===== src/rtl/core/gasc_ram.sv =====
`default_nettype none
module gasc_ram #(
	parameter int WIDTH = 8,
	parameter int DEPTH = 16
) (
	input  wire                     clk,
	input  wire                     we,
	input  wire [$clog2(DEPTH)-1:0] waddr,
	input  wire [WIDTH-1:0]         wdata,
	input  wire                     re,
	input  wire [$clog2(DEPTH)-1:0] raddr,
	output logic [WIDTH-1:0]        rdata
);
	logic [WIDTH-1:0] mem [DEPTH];

	always_ff @(posedge clk) begin
		if (we) begin
			mem[waddr] <= wdata;
		end
	end

	always_ff @(posedge clk) begin
		if (re) begin
			rdata <= mem[raddr];
		end
	end
endmodule
`default_nettype wire


===== config.mk =====
export PLATFORM = sky130hd
export DESIGN_NAME = gasc_ram
export DESIGN_NICKNAME = d
export VERILOG_FILES = /design/src/rtl/core/gasc_ram.sv
export SDC_FILE = /design/constraint.sdc
export NUM_CORES = 1
export LEC_CHECK = 0
export BUFFER_PORTS_ARGS = -buffer_cell sky130_fd_sc_hd__buf_4
export CELL_PAD_IN_SITES_DETAIL_PLACEMENT = 1
export CELL_PAD_IN_SITES_GLOBAL_PLACEMENT = 2
export CORE_MARGIN = 2
export CORE_UTILIZATION = 52
export DETAILED_ROUTE_END_ITERATION = 16
export PLACE_DENSITY = 0.85
export RECOVER_POWER = 100
export SLEW_MARGIN = 25
export SYNTH_ARGS = -nofsm -noshare
export SYNTH_HDL_FRONTEND = slang
export SYNTH_SLANG_ARGS = --single-unit

===== constraint.sdc =====
create_clock -name clk -period 2.92 [get_ports clk]
set_input_delay 0.584 -clock clk [delete_from_list [all_inputs] [get_ports clk]]
set_output_delay 0.584 -clock clk [all_outputs]
set_load 0.02 [all_outputs]

* After elaboration in Yosys (flattened, before gate mapping)
Memories as Yosys holds them, arrays and structs flattened. A register that Yosys moved wholly into a read port is not among the register bits.
Index checks and enable logic that the tools add are counted.
Widths: inputs -> output; s select.
** Cells by class
- Multiplexer cells :: 2
** Operator list (count)
- $mux 1 :: 2
** Word-level totals
- Bits in writable memories :: 128
- Input bits :: 19
- Memories :: 1
- Output and inout bits :: 8
- Logic and storage cells :: 3
- Bits in registers :: 0
** Memories
- mem :: words 16, width 8, read ports 1, clocked after Yosys merged registers in 1, write ports 1, RTL line 14 : logic [WIDTH-1:0] mem [DEPTH];

* Depth between registers and ports, before layout
Gate-level depths: netlist (run 1).
- Word-level depth :: 2
- Depth in mapped cells :: 5

* Least setup slack after synthesis (run 1)
Ideal clock, no wire load.
- Kind :: input to register
- From :: input waddr[2]
- To :: memory mem[0][0], enable pin
- Arrival :: 1.694 ns
- Required time :: 2.537 ns
- Stages on the path :: 2
- Setup slack :: 0.843 ns
- Setup time :: 0.383 ns
- Cells stage by stage :: or3b_2 -> nor3_1
** RTL lines
- from (decl) :: RTL line 8 : input wire [$clog2(DEPTH)-1:0] waddr,
- to (decl) :: RTL line 14
Straight into the memory's write port.

==> results_dict.tcl, run 1 <==
set metrics [dict create \
    ios 27 \
    vias 2565 \
    path_buf_inv 2 \
    crit_slowest_cell "clkbuf_2" \
    initial_utilization_pct 53.48 \
    vias_per_cell 6.007 \
    arrival_ns 2.57 \
    ant_nets 0 \
    preCtsSetupSlack_ns 0.5607 \
    r2r_end "rdata[3]" \
    die_area_mm2 0.01087 \
    grt_max_degree 33 \
    synth_common_cells "136 x edfxtp_1, 18 x mux4_2, 16 x a22oi_1, 14 x mux4_1, 13 x nor2_1" \
    core_area_mm2 0.009774 \
    share_comb_of_total_power_pct 4.2 \
    fin_ws_ns 0.6169 \
    switching_share_pct 19.25 \
    ys_ff_latch 136 \
    rsz0062_at_grt "no" \
    layout-drive-gt1-share_pct 18.71 \
    antenna_cells 0 \
    critPathLaunchType "primary input" \
    cts_hold_buf 0 \
    syn_area_mm2 0.005228 \
    cp_max_fo 19 \
    cts.sink_count 136 \
    dp_hpwl_um 6859 \
    power.density_mw_per_mm2 785.9 \
    clkTransAtPathRegs_ns 0.06 \
    synth_edf_count 136 \
    startpoint "raddr[0]" \
    nNetsFinal 300 \
    async_flop_share_pct 0 \
    pwr-share-seq_pct 45.8 \
    status "finished clean" \
    yosys.area.top_type_share_pct 78.12 \
    portBuffers 26 \
    syn-mean-instance-area_um2 22.83 \
    die-width_um 104.3 \
    htree_levels 4 \
    timing.rr.start "mem[1][3]" \
    dr.first_iter.drc_count 150 \
    yosysSeqAreaShare_pct 78.12 \
    required_ns 3.19 \
    fp-row-count 36 \
    worst-setup-path-type "primary input to flop" \
    crit_path_end_kind "flop" \
    yosysUniqueCellTypes 18 \
    cts_buffers 17 \
    wl_um 11630 \
    relSlewSlack_pct 48.55 \
    grt_first_pass_wirelength_um 17170 \
    maxCapViolCount 0 \
    synth_top_area_cell "edfxtp_1" \
    synth-main-ff-cell "edfxtp_1" \
    final_max_slew_viol_count 0 \
    synth_area_leaders "edfxtp_1 78%, mux4_2 7.8%, mux4_1 7.0%, a22oi_1 2.3%, nor2_1 0.93%" \
    critPathCapture "rdata[3]" \
    drc_errors 0 \
    first_pass_iters 4 \
    finalCriticalPeriod_ns 2.303 \
    p_clk_share_pct 50.0 \
    power.total_mw 4.840 \
    critical_path_depth 5 \
    final_util_pct 63.01 \
    antenna_found_initial 0 \
    area.growth.synth_to_final_pct 17.81 \
    overflow 0 \
    cts-root-buf "clkbuf_8" \
    cts_resized 0 \
    die_h_um 104.3 \
    reg2regPathDepth 3 \
    fmax_ghz 0.4342 \
    p_switching_mw 0.9318 \
    setup_tns_ns 0 \
    internal-power_mw 3.908 \
    setup_viol 0 \
    grt_usage_pct 22.76 \
    cts_tree "done" \
    slowest_delay_ns 0.64 \
    synthesis.nets 248 \
    holdCritPathClass "primary input to flop" \
    holdWs_ns 0.5611 \
    yosysMostFrequentCell "edfxtp_1" \
    hold_violations 0 \
    reg2reg_slack_ns 1.30 \
    worst_slew_pin_slew_ns 0.7701 \
    wl_per_cell_um 27.24 \
    fin_crit_sh_pct 78.87 \
    p_leak_nw 1.996 \
    post_cts_buffers 0 \
    gp_congestion 0.7036 \
    cts_buffer_depth 2 \
    ir_drop_mv 0.3948 \
    netlist_instances 229 \
    grt_pass1_vias 2745 \
    clk_latency_ns 0.53 \
    yosys_warnings 0 \
    path_delay_family "buffers and inverters" \
    fin_skew_ns 0.01006 \
    crit_path_cell_trace "buf_4, clkbuf_2, mux4_1, a22oi_1, nand2_1" \
]
-- worst register-to-register path: stages (launching register included) --
cell      delay (ns)
edfxtp_1        0.40
mux4_1          0.52
a22oi_1         0.35
nand2_1         0.09
-- final cells by class --
cell class / instances / area (um2)
fill: 838 / 3616
clock buffer: 17 / 414.1
clock inverter: 15 / 255.2
sequential: 136 / 4084
multi-input combinational: 83 / 1057
timing repair buffer: 43 / 181.4
tap: 133 / 166.4
-- cell usage in the layout, fill, tap and decap left out, drive strengths merged --
cell type / n
and2: 1
buf: 5
nor3: 4
bufinv: 7
edfxtp: 136
clkbuf: 55
mux4: 32
and2b: 1
nor2b: 1
clkinv: 5
a22oi: 16
nor2: 13
or3b: 1
nand2: 9
nand3: 1
clkinvlp: 3
nand2b: 2
nand3b: 2
-- layer usage --
metal,share of wire (%),vias to the layer above,track usage [%]
met5,0,-,0
met4,1.4,0,7.336
met3,5.3,15,6.830
met2,51,87,36.09
met1,42,1373,30.60
li1,-,1090,-
-- registers in the layout, indices dropped and copies added, names as in the netlist --
register,flops
mem,128
rdata,8
-- per-stage QoR --
step	std cells	instance area, um2
final	427	6158
after global routing	427	6158
after CTS	427	6312
after detailed placement	395	5643
after global placement	395	5643
after floorplan	229	5228
-- power by group through the flow --
stage	combinational [mW]	sequential [mW]	clock [mW]
2_1_floorplan	0.111	2.26	0
3_3_place_gp	0.214	2.25	0
3_5_place_dp	0.224	2.25	0
4_1_cts	0.227	2.22	2.44
5_1_grt	0.219	2.22	2.52
6_report	0.203	2.22	2.42
-- kinds of logic after synthesis --
| family | share of synthesized area (%) |
|---|---|
| buffers and inverters | 1.651 |
| AO/OA/AOI/OAI | 2.298 |
| multiplexers | 14.79 |
| AND/OR/NAND/NOR | 3.136 |
| flip-flops | 78.12 |
-- worst min path at each step --
stage	endpoint	depth (start not counted)	start	slack, ns
finish	rdata[2]	1	re	0.56
global route	rdata[6]	1	re	0.57
CTS	mem[9][1]	1	wdata[1]	0.35
detailed placement	rdata[3]	3	mem[14][3]	0.74
global placement	rdata[2]	3	mem[11][2]	0.73
floorplan	mem[0][0]	0	wdata[0]	0.68
Note: power is estimated with default switching activity, not from simulation.
==> inputs of run 2 (changes only) <==
- CORE_UTILIZATION: 52 -> 48
- PLACE_DENSITY: 0.85 -> 0.79
- clock period: 2.92 -> 2.3 ns (I/O delays scaled with it)
==> results_dict.tcl, run 2 (synthesis results as in run 1) <==
set metrics [dict create \
    ios 27 \
    cts-root-buf "clkbuf_8" \
    cts_hold_buf 0 \
    rsz0062_at_grt "no" \
    fin_crit_sh_pct 70.56 \
    fin_area_mm2 0.006127 \
    reg2reg_slack_ns 0.68 \
    relSlewSlack_pct 50.73 \
    cp_max_fo 1 \
    startpoint "mem[2][5]" \
    nNetsFinal 302 \
    ant_nets 0 \
    antenna_found_initial 0 \
    fillers 961 \
    fp-row-count 38 \
    p_leak_nw 1.986 \
    wl_um 10700 \
    grt_max_degree 33 \
    wl_per_cell_um 24.53 \
    r2r_end "rdata[5]" \
    finalCriticalPeriod_ns 1.623 \
    place_area_mm2 0.005667 \
    holdWs_ns 0.4137 \
    multi_input_area_mm2 0.001057 \
    drc_errors 0 \
    cts_buffer_depth 2 \
    hold_violations 0 \
    initial_utilization_pct 48.65 \
    layout-drive-gt1-share_pct 18.92 \
    arrival_ns 1.88 \
    first_pass_iters 4 \
    critPathCapture "rdata[5]" \
    layout.cells.non_filler 436 \
    grt_usage_pct 20.46 \
    fmax_ghz 0.6162 \
    overflow 0 \
    die_area_mm2 0.01174 \
    grt_pass1_vias 2663 \
    power.density_mw_per_mm2 950.1 \
    die_h_um 108.4 \
    fin_skew_ns 0.006033 \
    clkTransAtPathRegs_ns 0.06 \
    portBuffers 26 \
    largest_reg_flops 128 \
    seq_area_mm2 0.004084 \
    dp_hpwl_um 6635 \
    timing.rr.start "mem[2][5]" \
    antenna_cells 0 \
    htree_levels 4 \
    worst_slew_pin_slew_ns 0.7391 \
    cts.sink_count 136 \
    cts_tree "done" \
    reg2regPathDepth 3 \
    post_cts_buffers 0 \
    final_common_cell "edfxtp_1" \
    reg.largest.list "mem (128), rdata (8)" \
    maxCapViolCount 0 \
    core_area_mm2 0.01075 \
    setup_viol 0 \
    dr.first_iter.drc_count 239 \
    top_register "mem" \
    clk_latency_ns 0.52 \
    area.growth.synth_to_final_pct 17.21 \
    grt_first_pass_wirelength_um 16190 \
    cts_buffers 17 \
    final_max_slew_viol_count 0 \
    cts_resized 0 \
    required_ns 2.56 \
    holdCritPathClass "primary input to flop" \
    vias_per_cell 5.679 \
    status "finished clean" \
    worst-setup-path-type "flop to flop" \
    final_cell_mix "136 x edfxtp_1, 38 x clkbuf_1, 18 x mux4_2" \
    crit_path_end_kind "flop" \
    critPathLaunchType "flop" \
    ir_drop_mv 0.5275 \
    vias 2476 \
    gp_congestion 0.6995 \
    die-width_um 108.4 \
    dp.cells 404 \
    power.total_mw 5.822 \
    setup_tns_ns 0 \
]
[run 2: critical path, stage by stage, from the launching register on]
cell      delay (ns)
edfxtp_1        0.37
mux4_1          0.50
a22oi_1         0.36
nand2_1         0.13
[run 2: final cells by class]
cell class / count / share of cell area [%]
Clock inverter: 14 / 2.961
Tap cell: 140 / 2.859
Clock buffer: 18 / 6.821
Timing Repair Buffer: 45 / 3.451
Sequential cell: 136 / 66.65
Multi-Input combinational cell: 83 / 17.26
[run 2: worst min path at each step]
stage | to | cells after the start | from | slack [ns]
2_1_floorplan | mem[0][0] | 0 | wdata[0] | 0.56
3_3_place_gp | rdata[3] | 3 | mem[11][3] | 0.74
3_5_place_dp | rdata[7] | 3 | mem[6][7] | 0.75
4_1_cts | rdata[3] | 1 | re | 0.21
5_1_grt | rdata[3] | 1 | re | 0.41
6_report | rdata[3] | 1 | re | 0.41
[run 2: where the power goes]
group          switching (mW)  leakage (nW)  internal [mW]  total [mW]
sequential             0.0172          1.24           2.79        2.81
clock                    1.00         0.293           1.75        2.75
combinational           0.158         0.456         0.0990       0.257
[run 2: through the flow]
stage / worst slack [ns] / util, %
floorplan: 0.3471 / -
global placement: 0.2653 / 52.74
detailed placement: 0.1968 / 52.74
CTS: 0.6548 / 58.31
global route: 0.6034 / 57.02
finish: 0.6772 / 57.02
[run 2: metal layers]
metal | up-vias | wire [um] | global-route usage [%]
li1 | 1089 | - | -
met1 | 1303 | 4809 | 26.88
met2 | 67 | 5220 | 31.45
met3 | 17 | 422 | 5.606
met4 | 0 | 244 | 10.81
met5 | - | 0 | 0
==> inputs of run 3 (changes only) <==
- clock period: 2.3 -> 1.5 ns (I/O delays scaled with it)
==> results_dict.tcl, run 3 (synthesis results as in run 1) <==
set metrics [dict create \
    power.density_mw_per_mm2 1410 \
    drc_errors 0 \
    vias_per_cell 5.748 \
    holdCritPathClass "primary input to flop" \
    place_area_mm2 0.005715 \
    preCtsSetupSlack_ns -0.4049 \
    fmax_ghz 0.6692 \
    die_h_um 108.4 \
    final_max_slew_viol_count 0 \
    cts_tree "done" \
    top_register "mem" \
    r2r_end "rdata[1]" \
    reg.largest.list "mem (128), rdata (8)" \
    fin_skew_ns 0.007593 \
    overflow 0 \
    clk_latency_ns 0.53 \
    reg2regPathDepth 4 \
    layout-drive-gt1-share_pct 32.79 \
    layout.cells.non_filler 445 \
    crit_path_end_kind "flop" \
    grt_max_degree 18 \
    fp-row-count 38 \
    worst_slew_pin_slew_ns 0.8830 \
    finalCriticalPeriod_ns 1.494 \
    rsz0062_at_grt "yes" \
    final_cell_mix "136 x edfxtp_1, 32 x mux4_2, 28 x clkbuf_1" \
    cp_max_fo 1 \
    final_common_cell "edfxtp_1" \
    vias 2558 \
    pwr-share-seq_pct 49.4 \
    worst-setup-path-type "flop to flop" \
    largest_reg_flops 128 \
    portBuffers 26 \
    cts-root-buf "clkbuf_8" \
    area.growth.synth_to_final_pct 18.36 \
    hold_violations 0 \
    fin_area_mm2 0.006187 \
    holdWs_ns 0.2856 \
    timing.rr.start "mem[3][1]" \
    maxCapViolCount 0 \
    cts.sink_count 136 \
    antenna_cells 0 \
    wl_um 11060 \
    critPathLaunchType "flop" \
    fin_crit_sh_pct 99.62 \
    htree_levels 4 \
    gp_congestion 0.7597 \
    status "finished clean" \
    p_switching_mw 1.879 \
    ant_nets 0 \
    share_comb_of_total_power_pct 5.2 \
    core_area_mm2 0.01075 \
    die-width_um 108.4 \
    grt_pass1_vias 2730 \
    p_clk_share_pct 45.4 \
    internal-power_mw 6.848 \
    wl_per_cell_um 24.84 \
    setup_viol 0 \
    ios 27 \
    clkTransAtPathRegs_ns 0.07 \
    hp-start "re" \
    cts_buffers 17 \
    min_to "rdata[0]" \
    nNetsFinal 311 \
    dp.cells 413 \
    relSlewSlack_pct 41.01 \
    grt_first_pass_wirelength_um 16740 \
    initial_utilization_pct 48.65 \
    required_ns 1.78 \
    fin_ws_ns 0.005716 \
    reg2reg_slack_ns 0.006 \
    die_area_mm2 0.01174 \
    cts_hold_buf 0 \
    grt_usage_pct 20.81 \
    switching_share_pct 21.53 \
    first_pass_iters 5 \
    p_leak_nw 1.986 \
    ir_drop_mv 0.8473 \
    hold_path_depth 1 \
    arrival_ns 1.77 \
    dr.first_iter.drc_count 169 \
    cts_buffer_depth 2 \
    power.total_mw 8.726 \
    antenna_found_initial 0 \
]
-- run 3: what timing repair did --
item | CTS | global route
pin swaps | 0 | 1
setup buffers | 0 | 0
endpoints found under the setup margin | 4 | 4
resized for setup | 6 | 4
-- run 3: final cells by class --
type	count	area, um2
Fill cell	960	4558
Tap cell	140	175.2
Sequential cell	136	4084
Clock inverter	14	148.9
Clock buffer	18	417.9
Timing Repair Buffer	54	319.1
Multi-Input combinational cell	83	1042
-- run 3: stage by stage --
stage | setup TNS (ns) | util, %
2_1_floorplan | -1.985 | -
3_3_place_gp | -3.744 | 53.19
3_5_place_dp | -4.499 | 53.19
4_1_cts | -0.01101 | 58.64
5_1_grt | -0.1138 | 57.58
6_report | 0 | 57.58
-- run 3: power by group through the flow --
stage | Clock (mW) | Combinational [mW] | Sequential [mW]
floorplan | 0 | 0.235 | 4.40
global placement | 0 | 0.461 | 4.38
detailed placement | 0 | 0.475 | 4.39
CTS | 4.02 | 0.489 | 4.31
global route | 4.16 | 0.496 | 4.32
finish | 3.96 | 0.456 | 4.31
-- run 3: critical path: stages (launching register included) --
cell,delay (ns)
edfxtp_1,0.38
mux4_2,0.49
a22oi_2,0.17
buf_4,0.15
nand2_2,0.04
-- run 3: metal layers --
| layer | wire length, um | track usage (%) | up-vias |
|---|---|---|---|
| met5 | 0 | 0 | - |
| met4 | 120 | 6.960 | 0 |
| met3 | 500 | 5.907 | 12 |
| met2 | 5598 | 32.43 | 74 |
| met1 | 4836 | 28.62 | 1376 |
| li1 | - | - | 1096 |
-- run 3: how the worst max path moves through the flow --
| stage | start | endpoint | slack, ns | cells after the start |
|---|---|---|---|---|
| 5_1_grt | mem[3][1] | rdata[1] | -0.05 | 4 |
| 2_1_floorplan | waddr[2] | mem[3][0] | -0.07 | 2 |
| 3_3_place_gp | raddr[0] | rdata[5] | -0.36 | 5 |
| 6_report | mem[3][1] | rdata[1] | 0.006 | 4 |
| 3_5_place_dp | raddr[0] | rdata[3] | -0.40 | 5 |
| 4_1_cts | mem[3][6] | rdata[6] | -0.008 | 4 |
