File: src/rtl/core/gasc_pkg.sv
`default_nettype none
package gasc_pkg;
	localparam int CAPACITY = 2048;
	localparam int SLOT_W = $clog2(CAPACITY);
	localparam int CNT_W = $clog2(CAPACITY + 1);
	localparam int TAG_W = 21;
	localparam int SIZE_W = 8;
	localparam int CFG_W = 8;
	localparam int ENTRY_W = TAG_W + 2 * SIZE_W;
	localparam int DIV_CW = $clog2(SLOT_W + 1);
	localparam int OUT_SLOT_W = 11;
	localparam int POS_W = 20;

	localparam logic REG_CELL_SIZE = 1'b0;
	localparam logic REG_COLUMNS = 1'b1;

	localparam logic [CFG_W-1:0] CELL_SIZE_RST = 8'd32;
	localparam logic [CFG_W-1:0] COLUMNS_RST = 8'd46;

	typedef enum logic [2:0] {
		ST_IDLE,
		ST_SCAN,
		ST_START,
		ST_DIV,
		ST_MUL,
		ST_OUT,
		ST_CLEAR
	} state_t;

	typedef struct packed {
		logic [SLOT_W-1:0] quo;
		logic [CFG_W-1:0] rem;
		logic done;
	} div_res_t;
endpackage
`default_nettype wire

File: src/rtl/core/gasc_divider.sv
`default_nettype none
module gasc_divider (
	input  wire                             clk,
	input  wire                             arst_n,
	input  wire                             start,
	input  wire [gasc_pkg::SLOT_W-1:0]      dividend,
	input  wire [gasc_pkg::CFG_W-1:0]       divisor,
	output gasc_pkg::div_res_t              res
);
	logic [gasc_pkg::SLOT_W-1:0] quo_q;
	logic [gasc_pkg::CFG_W-1:0] rem_q;
	logic [gasc_pkg::CFG_W-1:0] div_q;
	logic [gasc_pkg::DIV_CW-1:0] cnt_q;
	logic busy_q;
	logic done_q;
	logic [gasc_pkg::CFG_W:0] trial;
	logic [gasc_pkg::CFG_W:0] diff;
	logic take;

	assign trial = {rem_q, quo_q[gasc_pkg::SLOT_W-1]};
	assign diff = trial - {1'b0, div_q};
	assign take = trial >= {1'b0, div_q};

	always_ff @(posedge clk or negedge arst_n) begin
		if (!arst_n) begin
			busy_q <= 1'b0;
			done_q <= 1'b0;
			cnt_q <= '0;
		end else begin
			done_q <= 1'b0;
			if (start) begin
				busy_q <= 1'b1;
				cnt_q <= gasc_pkg::DIV_CW'(gasc_pkg::SLOT_W);
			end else if (busy_q) begin
				cnt_q <= cnt_q - 1'b1;
				if (cnt_q == gasc_pkg::DIV_CW'(1)) begin
					busy_q <= 1'b0;
					done_q <= 1'b1;
				end
			end
		end
	end

	always_ff @(posedge clk) begin
		if (start) begin
			quo_q <= dividend;
			rem_q <= '0;
			div_q <= divisor;
		end else if (busy_q) begin
			rem_q <= take ? diff[gasc_pkg::CFG_W-1:0] : trial[gasc_pkg::CFG_W-1:0];
			quo_q <= {quo_q[gasc_pkg::SLOT_W-2:0], take};
		end
	end

	assign res.quo = quo_q;
	assign res.rem = rem_q;
	assign res.done = done_q;

	a_busy_done: assert property (@(posedge clk) disable iff (!arst_n)
		done_q |-> !busy_q) else $error("divider done while busy");
	a_done_pulse: assert property (@(posedge clk) disable iff (!arst_n)
		done_q |=> !done_q) else $error("divider done held");
	a_start_busy: assert property (@(posedge clk) disable iff (!arst_n)
		start |=> busy_q) else $error("divider did not start");
endmodule
`default_nettype wire

File: config.mk
export PLATFORM = sky130hd
export DESIGN_NAME = gasc_divider
export DESIGN_NICKNAME = d
export VERILOG_FILES = /design/src/rtl/core/gasc_pkg.sv /design/src/rtl/core/gasc_divider.sv
export SDC_FILE = /design/constraint.sdc
export NUM_CORES = 1
export LEC_CHECK = 0
export BUFFER_PORTS_ARGS = -buffer_cell sky130_fd_sc_hd__buf_4
export CORE_MARGIN = 4
export CORE_UTILIZATION = 41
export CTS_CLUSTER_DIAMETER = 30
export CTS_CLUSTER_SIZE = 14
export DETAILED_ROUTE_END_ITERATION = 7
export GPL_ROUTABILITY_DRIVEN = 0
export SLEW_MARGIN = 10
export SYNTH_ARGS = -nofsm -noshare
export SYNTH_HDL_FRONTEND = slang
export SYNTH_SLANG_ARGS = --single-unit
export TNS_END_PERCENT = 5
File: constraint.sdc
create_clock -name clk -period 1.9 [get_ports clk]
set_input_delay 0.38 -clock clk [delete_from_list [all_inputs] [get_ports clk]]
set_output_delay 0.38 -clock clk [all_outputs]
set_load 0.005 [all_outputs]
# Word level (Yosys, flattened, before mapping)
# Cells that the tools add are included.
[totals]
regBits = 33
in_bits = 22
elab_cells = 22
output_inout_bits = 20
[op_classes]
n_reduce_logical = 1
eq_ne = 1
mux = 11
n_lt_le_gt_ge = 1
n_addsub = 2
[ops]
columns = ["op", "n"]
rows = [
  ["11-bit two-way mux", 2],
  ["9-bit by 8-bit >= comparator with 1-bit output", 1],
  ["4-bit two-way mux", 2],
  ["8-bit two-way mux", 1],
  ["8-bit subtractor", 1],
  ["1-bit two-way mux", 6],
  ["4-bit by 1-bit == test with 1-bit output, second input constant", 1],
  ["4-bit by 1-bit subtractor with 4-bit output, second input constant", 1],
  ["2-bit nonzero test", 1],
]

# Longest topological paths before layout
# Gate-level depths: netlist of run 1.
[depth]
ltp_word = 4
depth_mapped = 8

# Worst setup path after synthesis of run 1
# Ideal clock, no wire load.
[synth_path]
path_type = "reg-to-reg"
startpoint = "register quo_q[10] (netlist bit)"
endpoint = "register rem_q[6] (netlist bit)"
setup_slack_ns = 0.094
arrival_ns = 1.722
path_buffers = 0
path_stages_with_launch = 9
synth_period_minus_slack_ns = 1.806
cell_sequence = "edfxtp_1 inv_1 ha_1 fa_1 nand2b_1 a21oi_1 or4_1 and4_1 o31ai_2"
[synth_via]
elab_chain_cells = 2
elab_cells_between_ends = 3
cone_classes = "add/sub: 1; order compare: 1; mux: 1"
[synth_lines]
columns = ["element", "line_no", "rtl"]
rows = [
  ["start: declaration", "gasc_divider.sv:10", "logic [gasc_pkg::SLOT_W-1:0] quo_q;"],
  ["start signal: assignment", "gasc_divider.sv:46", "quo_q <= dividend;"],
  ["start signal: assignment", "gasc_divider.sv:51", "quo_q <= {quo_q[gasc_pkg::SLOT_W-2:0], take};"],
  ["8-bit subtractor or 9-bit by 8-bit >= comparator with 1-bit output (tied branches)", "gasc_divider.sv:21, gasc_divider.sv:22", ""],
  ["8-bit two-way mux *", "gasc_divider.sv:50", "rem_q <= take ? diff[gasc_pkg::CFG_W-1:0] : trial[gasc_pkg::CFG_W-1:0];"],
  ["end signal: assignment", "gasc_divider.sv:50", ""],
  ["end: declaration", "gasc_divider.sv:11", "logic [gasc_pkg::CFG_W-1:0] rem_q;"],
]
# Mark *: on every way between the ends. The rest lies on a longest branch, timed or not.
# A chain may end at the register's enable or synchronous reset.

# Final worst setup path of run 1
# Same ends and word-level chain as after synthesis.

==> reports/metrics.cfg, run 1 <==
[synthesis]
ys.flop_type = edfxtp_1
synth_most_common_cell = edfxtp_1
synth_common_cells = 19 x edfxtp_1, 15 x nor2_1, 13 x inv_1, 13 x nand2_1, 11 x mux2_2
yosysWarningCount = 0
async_reset_ff_share_pct = 18.2
netlist_area_sq_um = 1770
synth-edff-count = 19
synth.distinct_cells = 41
synth.avg_cell_area_sq_um = 11.3
synth_seq_cells = 33
synth_nets = 189
yosysSeqAreaShare_pct = 49.8
synthCells = 156
synth_top_area_share_pct = 32.2
yosysTopAreaCell = edfxtp_1
ys_top_cells_by_area = edfxtp_1 32%, dfxtp_1 9.0%, dfrtp_1 8.5%

[timing]
period_needed_ps = 1850
rsz0062_at_grt = yes
tightest_slew_ps = 435
finalSetupTns_ps = 0
max_slew_margin_pct = 71.0
finalCritPeriodShare_pct = 97.2
drv_slew = 0
setup_viol = 0
skew_ps = 6.27
finalHoldViolCount = 0
fmax_mhz = 541

[clocking]
cts.htree.levels = 2
ctsRootBufferMaster = clkbuf_8
path_clk_slew_ps = 70
clock_latency_ps = 280
cts_tree = yes
numCtsBuffers = 5
clk_path_buf_depth = 2
cts_sinks = 33

[final_layout]
fillers = 366
fin_cells = 270
final_nets = 252
area_growth_syn_to_layout_pct = 34.8
drive_gt1_share_pct = 41.8
n_antenna_cell = 0

[detailed_routing]
firstDrtPassIters = 4
wl_microns = 3950
viasPerCell = 5.06
antenna_left = 0
vias = 1365
wire_per_inst_microns = 14.6
first_iter_violations = 74
drc = 0

[place]
place_inst = 252
dpl.hpwl_microns = 2950
portBuffers = 41

[worst_setup_path]
path_delay_family = simple AND/OR/NAND/NOR gates
crit_chain = inv_2 -> ha_4 -> fa_2 -> nand2b_1 -> a21oi_1 -> or4_1 -> and4_1 -> o31ai_2
worst-path-stages = 8
crit_path_start_kind = register
rr_worst_depth = 8
reg2reg_to = rem_q[6]$_SDFFE_PP0P_
r2r-start = quo_q[10]$_DFFE_PP_
crit_buf_inv = 1
crit_end = rem_q[6]$_SDFFE_PP0P_
cp-end-kind = register
required_ps = 2100
worst_ep_arrival_time_ps = 2050
worstSetupPathType = reg2reg
startpoint = quo_q[10]$_DFFE_PP_
max_stage_delay_ps = 420
r2r_slack_ps = 50
crit_path_top_delay_cell = edfxtp_1
worst-path-max-fanout = 3

[floorplan]
coreArea_sq_um = 4090
die-width_microns = 73.7
die-area_sq_um = 5430
die_y_microns = 73.7
rows = 23
ios = 42
start_util_pct = 43.3

[run_status]
outcome = completed

[grt]
grtUsageMet1_pct = 19.2
grt.met2_usage_pct = 24.7
overflow = 0
grt_pass1_vias = 1319
busiest_layer = met2
grt_usage_pct = 15.5
grt_pass1_wl_microns = 6330
grt_max_degree = 23
grtUsageMet3_pct = 5.88
antenna_found_initial = 0

[power]
power.density_nw_per_um2 = 1170
leakagePower_nw = 1.07
peakVddDrop_mv = 0.438

[worst_hold_path]
holdCritPathClass = in2reg
holdPathStages = 1

[run]
max-cap-violations = 0

-- registers in the layout, summed over array words and instances, names as in the netlist --
signal	flops
done_q	1
cnt_q	4
quo_q	11
rem_q	8
div_q	8
busy_q	1
-- what timing repair did --
| item | CTS | global route |
|---|---|---|
| gates cloned | 0 | 1 |
| gates resized for setup | 1 | 6 |
| pin swaps | 0 | 7 |
| setup endpoints to repair | 1 | 4 |
| hold buffers | 1 | 0 |
| hold endpoints to repair | 6 | 0 |
| buffers inserted | 0 | 8 |
-- per-stage QoR --
| stage | util (%) | cell area, sq um | setup slack, ps | hold slack, ps | power [mW] |
|---|---|---|---|---|---|
| after floorplan | - | 1770 | 94.1 | 84.4 | 1.72 |
| after global placement | 53.5 | 2190 | 63.4 | 190 | 2.09 |
| after detailed placement | 53.5 | 2190 | 16.2 | 191 | 2.11 |
| after CTS | 56.0 | 2290 | 4.29 | 264 | 2.65 |
| after global routing | 58.4 | 2390 | -49.1 | 253 | 2.98 |
| final | 58.4 | 2390 | 53.2 | 271 | 2.79 |
-- report_power, final --
group | leakage (nW) | internal, mW | switching [mW]
Clock | 0.0455 | 0.295 | 0.239
Sequential | 0.328 | 0.891 | 0.0904
Combinational | 0.695 | 0.693 | 0.579
-- layer usage --
| layer | vias up | wire length (microns) |
|---|---|---|
| met3 | 6 | 239 |
| met4 | 0 | 53 |
| li1 | 675 | - |
| met1 | 644 | 1680 |
| met5 | - | 0 |
| met2 | 40 | 1970 |
-- how the worst min path moves through the flow --
stage / from / end / slack [ps]
CTS: divisor[0] / div_q[0]$_DFFE_PP_ / 260
detailed placement: arst_n / cnt_q[1]$_DFFE_PN0P_ / 190
global placement: arst_n / cnt_q[1]$_DFFE_PN0P_ / 190
finish: divisor[6] / div_q[6]$_DFFE_PP_ / 270
global route: divisor[3] / div_q[3]$_DFFE_PP_ / 250
floorplan: arst_n / busy_q$_DFF_PN0_ / 80
-- cell type report --
type / instances / area (sq um) / area share [%]
multi-input combinational: 105 / 847 / 35.5
clock buffer: 8 / 90.1 / 3.78
inverter: 14 / 52.6 / 2.20
tap: 50 / 62.6 / 2.62
timing repair buffer: 60 / 453 / 19.0
sequential: 33 / 881 / 36.9
-- cells by family after synthesis --
group	synth area share (%)
compound gates	11.2
xor+xnor	3.96
fa+ha+maj	8.20
buf+inv	4.66
flops	49.8
mux	10.1
simple gates	12.1
-- cells in the final DEF, fill, tap and decap left out, types with 2 or more instances in the layout --
master / instances
a21oi_2: 2
xor2_1: 3
inv_1: 12
edfxtp_1: 19
nand2b_1: 6
dfxtp_1: 8
nand2_1: 13
a211oi_2: 2
mux2i_1: 4
buf_4: 59
xnor2_1: 5
a31o_1: 2
dfrtp_1: 6
mux2_2: 11
nor2_1: 15
a21oi_1: 4
inv_2: 2
clkbuf_1: 2
ha_4: 2
ha_1: 8
nor2b_1: 3
o21ai_1: 4
clkbuf_8: 6
No activity file was read; power rests on OpenSTA's default activity.
==> run 2: changes to the inputs <==
--- a/config.mk
+++ b/config.mk
@@ -6,7 +6,8 @@
 export NUM_CORES = 1
 export LEC_CHECK = 0
 export BUFFER_PORTS_ARGS = -buffer_cell sky130_fd_sc_hd__buf_4
-export CORE_MARGIN = 4
+export CORE_ASPECT_RATIO = 0.9
+export CORE_MARGIN = 8
 export CORE_UTILIZATION = 41
 export CTS_CLUSTER_DIAMETER = 30
 export CTS_CLUSTER_SIZE = 14
==> reports/metrics.cfg, run 2 (synthesis gave the netlist of run 1 again) <==
[detailed_routing]
wl_microns = 4000
firstDrtPassIters = 4
vias = 1309
first_iter_violations = 85
drc = 0
antenna_left = 0
wire_per_inst_microns = 15.4
viasPerCell = 5.05

[timing]
finalHoldViolCount = 0
finalCritPeriodShare_pct = 97.6
setup_viol = 0
max_slew_margin_pct = 69.4
fmax_mhz = 539
rsz0062_at_grt = yes
tightest_slew_ps = 457
period_needed_ps = 1850
skew_ps = 4.14
drv_slew = 0

[worst_setup_path]
r2r-start = quo_q[10]$_DFFE_PP_
worst-path-max-fanout = 3
cp-end-kind = register
worstSetupPathType = reg2reg
rr_worst_depth = 8
required_ps = 2110
worst_ep_arrival_time_ps = 2060
r2r_slack_ps = 50
reg2reg_to = rem_q[6]$_SDFFE_PP0P_
crit_path_start_kind = register

[place]
portBuffers = 41
place_inst = 247
place_area_sq_um = 2160
dpl.hpwl_microns = 2970

[floorplan]
rows = 22
coreArea_sq_um = 4100
die-area_sq_um = 6680
die_y_microns = 78.3
start_util_pct = 43.2
ios = 42
die-width_microns = 85.3

[final_layout]
final_nets = 243
final_cell_mix = 50 x buf_4, 19 x edfxtp_1, 14 x nor2_1
area_growth_syn_to_layout_pct = 33.4
final_area_sq_um = 2360
n_antenna_cell = 0
fin_cells = 259
top_register = quo_q
fillers = 359
reg_top3 = quo_q (11), div_q (8), rem_q (8)
largest_register_ffs = 11
final_common_cell = buf_4
drive_gt1_share_pct = 43.1

[worst_hold_path]
hp-start = divisor[3]
holdPathEnd = div_q[3]$_DFFE_PP_
holdCritPathClass = in2reg
holdPathStages = 1

[clocking]
clk_path_buf_depth = 2
path_clk_slew_ps = 70
cts.htree.levels = 2
numCtsBuffers = 5
cts_sinks = 33
ctsRootBufferMaster = clkbuf_8
cts_tree = yes
clock_latency_ps = 290

[grt]
grt_usage_pct = 12.5
overflow = 0
grt_pass1_wl_microns = 6590
grt_max_degree = 31
grt_pass1_vias = 1362
antenna_found_initial = 0

[power]
power.density_nw_per_um2 = 1180
peakVddDrop_mv = 0.577
leakagePower_nw = 1.03

[run_status]
outcome = completed

[run]
max-cap-violations = 0

[run 2: cell type report]
class	instances	area [sq um]	area share, %
multi-input combinational	105	887	37.6
clock inverter	1	7.51	0.318
timing repair buffer	51	385	16.3
clock buffer	7	86.3	3.66
inverter	14	52.6	2.23
tap	48	60.1	2.54
sequential	33	882	37.4
[run 2: repair_timing]
item / CTS / global route
hold buffers: 1 / 0
hold endpoints to repair: 6 / 0
buffers inserted: 1 / 1
resized for setup: 6 / 9
pin swaps: 3 / 7
cloned: 0 / 1
setup endpoints to repair: 2 / 3
[run 2: worst max-delay path, cell delays in order, from the launching register on]
cell and delay (ps):
edfxtp_1 400, inv_2 100, ha_4 140, fa_2 200, nand2b_4 130, a21oi_2 60, or4_1 410, and4_1 180
o31ai_2 170
[run 2: worst max-delay path by stage]
stage	depth (start not counted)	end	startpoint
floorplan	8	rem_q[6]$_SDFFE_PP0P_	quo_q[10]$_DFFE_PP_
global placement	8	rem_q[6]$_SDFFE_PP0P_	quo_q[10]$_DFFE_PP_
detailed placement	8	rem_q[6]$_SDFFE_PP0P_	quo_q[10]$_DFFE_PP_
CTS	8	rem_q[6]$_SDFFE_PP0P_	quo_q[10]$_DFFE_PP_
global route	8	rem_q[6]$_SDFFE_PP0P_	quo_q[10]$_DFFE_PP_
finish	8	rem_q[6]$_SDFFE_PP0P_	quo_q[10]$_DFFE_PP_
[run 2: where the power goes]
part           leakage, nW  internal (mW)  switching (mW)
registers            0.328          0.894           0.112
logic                0.654          0.656           0.567
clock network       0.0445          0.294           0.258
[run 2: metrics by stage]
stage	setup TNS [ps]	hold WS, ps	power (mW)	utilization, %	setup slack (ps)
3_5_place_dp	-42.2	195	2.08	52.7	-42.2
3_3_place_gp	0	188	2.06	52.7	60.1
6_report	0	265	2.78	57.6	45.2
4_1_cts	0	258	2.68	56.0	9.19
2_1_floorplan	0	84.4	1.72	-	94.1
5_1_grt	-11.2	247	2.97	57.6	-11.2
[run 2: routing by layer]
metal | routed length (microns) | vias to the layer above | part of all wire (%) | track usage, %
met4 | 83 | 0 | 2.1 | 5.42
met5 | 0 | - | 0 | 0
met1 | 1790 | 609 | 45 | 14.7
met2 | 1780 | 39 | 44 | 18.5
met3 | 349 | 9 | 8.7 | 6.87
li1 | - | 652 | - | -
==> run 3: changes to the inputs <==
--- a/config.mk
+++ b/config.mk
@@ -8,11 +8,13 @@
 export BUFFER_PORTS_ARGS = -buffer_cell sky130_fd_sc_hd__buf_4
 export CORE_ASPECT_RATIO = 0.9
 export CORE_MARGIN = 8
-export CORE_UTILIZATION = 41
+export CORE_UTILIZATION = 53
 export CTS_CLUSTER_DIAMETER = 30
 export CTS_CLUSTER_SIZE = 14
 export DETAILED_ROUTE_END_ITERATION = 7
 export GPL_ROUTABILITY_DRIVEN = 0
+export PLACE_DENSITY = 0.79
+export REMOVE_ABC_BUFFERS = 1
 export SLEW_MARGIN = 10
 export SYNTH_ARGS = -nofsm -noshare
 export SYNTH_HDL_FRONTEND = slang
==> reports/metrics.cfg, run 3 (synthesis gave the netlist of run 1 again) <==
[run_status]
outcome = completed

[worst_setup_path]
worst-path-max-fanout = 3
required_ps = 2100
crit_path_start_kind = register
crit_path_top_delay_cell = edfxtp_1
worstSetupPathType = reg2reg
cp-end-kind = register
crit_chain = inv_2 -> ha_4 -> fa_2 -> nand2b_4 -> a21oi_2 -> or4_1 -> and4_1 -> o31ai_2
max_stage_delay_ps = 400
worst_ep_arrival_time_ps = 2070

[timing]
finalCritPeriodShare_pct = 98.5
tightest_slew_ps = 486
max_slew_margin_pct = 67.6
fmax_mhz = 534
rsz0062_at_grt = yes
setup_viol = 0
drv_slew = 0
finalHoldViolCount = 0
finalSetupTns_ps = 0
hold_slack_ps = 269
skew_ps = 8.53
period_needed_ps = 1870

[final_layout]
reg_top3 = quo_q (11), div_q (8), rem_q (8)
n_antenna_cell = 0
drive_gt1_share_pct = 39.2
final_cell_mix = 49 x buf_4, 19 x edfxtp_1, 15 x nor2_1
largest_register_ffs = 11
final_common_cell = buf_4
area_growth_syn_to_layout_pct = 29.5
final_nets = 241
multi_input_area_sq_um = 846
final_area_sq_um = 2290
top_register = quo_q
fillers = 246
ff_latch_area_sq_um = 881

[grt]
grt_pass1_wl_microns = 5970
overflow = 0
grt_pass1_vias = 1325
antenna_found_initial = 0
grt_usage_pct = 13.8
grt_max_degree = 25

[detailed_routing]
drc = 0
antenna_left = 0
first_iter_violations = 66
firstDrtPassIters = 4
viasPerCell = 5.17
wire_per_inst_microns = 14.5
wl_microns = 3660
vias = 1308

[power]
power.density_nw_per_um2 = 1130
peakVddDrop_mv = 0.791
leakagePower_nw = 1.01

[clocking]
numCtsBuffers = 5
cts_sinks = 33
cts.htree.levels = 2
ctsRootBufferMaster = clkbuf_8
clk_path_buf_depth = 2
cts_tree = yes
path_clk_slew_ps = 70
clock_latency_ps = 280

[floorplan]
die-area_sq_um = 5450
ios = 42
coreArea_sq_um = 3280
die_y_microns = 70.8
rows = 20
start_util_pct = 54.0
die-width_microns = 76.9

[place]
dpl.hpwl_microns = 2710
portBuffers = 41
place_area_sq_um = 2140

[worst_hold_path]
holdCritPathClass = in2reg

[run]
max-cap-violations = 0

-- run 3: cell count changes in the layout (fill, tap and decap cells not counted), sizes merged --
cell and delta:
a21o -1, clkinvlp -1, buf -1, clkinv +1
-- run 3: power by group --
part           internal, mW  switching (mW)
logic                 0.580           0.538
clock network         0.257           0.240
registers             0.891          0.0928
total                  1.73           0.871
-- run 3: layout make-up --
class | count | area share [%]
Clock buffer | 7 | 3.33
Inverter | 14 | 2.29
Tap cell | 44 | 2.40
Sequential cell | 33 | 38.4
Clock inverter | 1 | 0.218
Multi-Input combinational cell | 104 | 36.9
Timing Repair Buffer | 50 | 16.5
-- run 3: per-stage QoR --
step | cells | setup WS [ps] | utilization [%] | power (mW)
finish | 253 | 28.3 | 70.0 | 2.60
global route | 253 | -82.0 | 70.0 | 2.77
detailed placement | 241 | -56.1 | 65.3 | 2.05
CTS | 252 | 4.91 | 69.0 | 2.57
floorplan | 151 | 94.1 | - | 1.68
global placement | 241 | 57.6 | 65.3 | 2.01
-- run 3: metal layers --
metal	vias up	track usage, %	wire (microns)
met3	7	6.71	312
met1	617	14.4	1510
met5	-	0	0
met4	0	7.46	70
met2	35	22.3	1770
li1	649	-	-
-- run 3: worst paths after layout --
path	end	startpoint	slack (ps)	cells after the start
max reg2reg	rem_q[6]$_SDFFE_PP0P_	quo_q[10]$_DFFE_PP_	30	8
max in group asynchronous	busy_q$_DFF_PN0_	arst_n	1330	2
min in group asynchronous	cnt_q[0]$_DFFE_PN0P_	arst_n	460	2
min reg2reg	rem_q[3]$_SDFFE_PP0P_	rem_q[3]$_SDFFE_PP0P_	480	2
max	rem_q[6]$_SDFFE_PP0P_	quo_q[10]$_DFFE_PP_	30	8
min	div_q[0]$_DFFE_PP_	divisor[0]	270	1
-- run 3: repair_timing --
item / in CTS / in global routing
pin swaps: 2 / 2
gates resized for setup: 4 / 4
endpoints found under the setup margin: 1 / 3
hold endpoints to repair: 6 / 0
hold buffers: 1 / 0
buffers inserted: 2 / 1
-- run 3: critical path: cells and delay by family, from the launching register on --
kind                     cells  cell delay [ps]
buffers and inverters        1               90
AND/OR/NAND/NOR              3              720
flip-flops                   1              400
AO/OA/AOI/OAI                2              220
adder cells (fa/ha/maj)      2              350
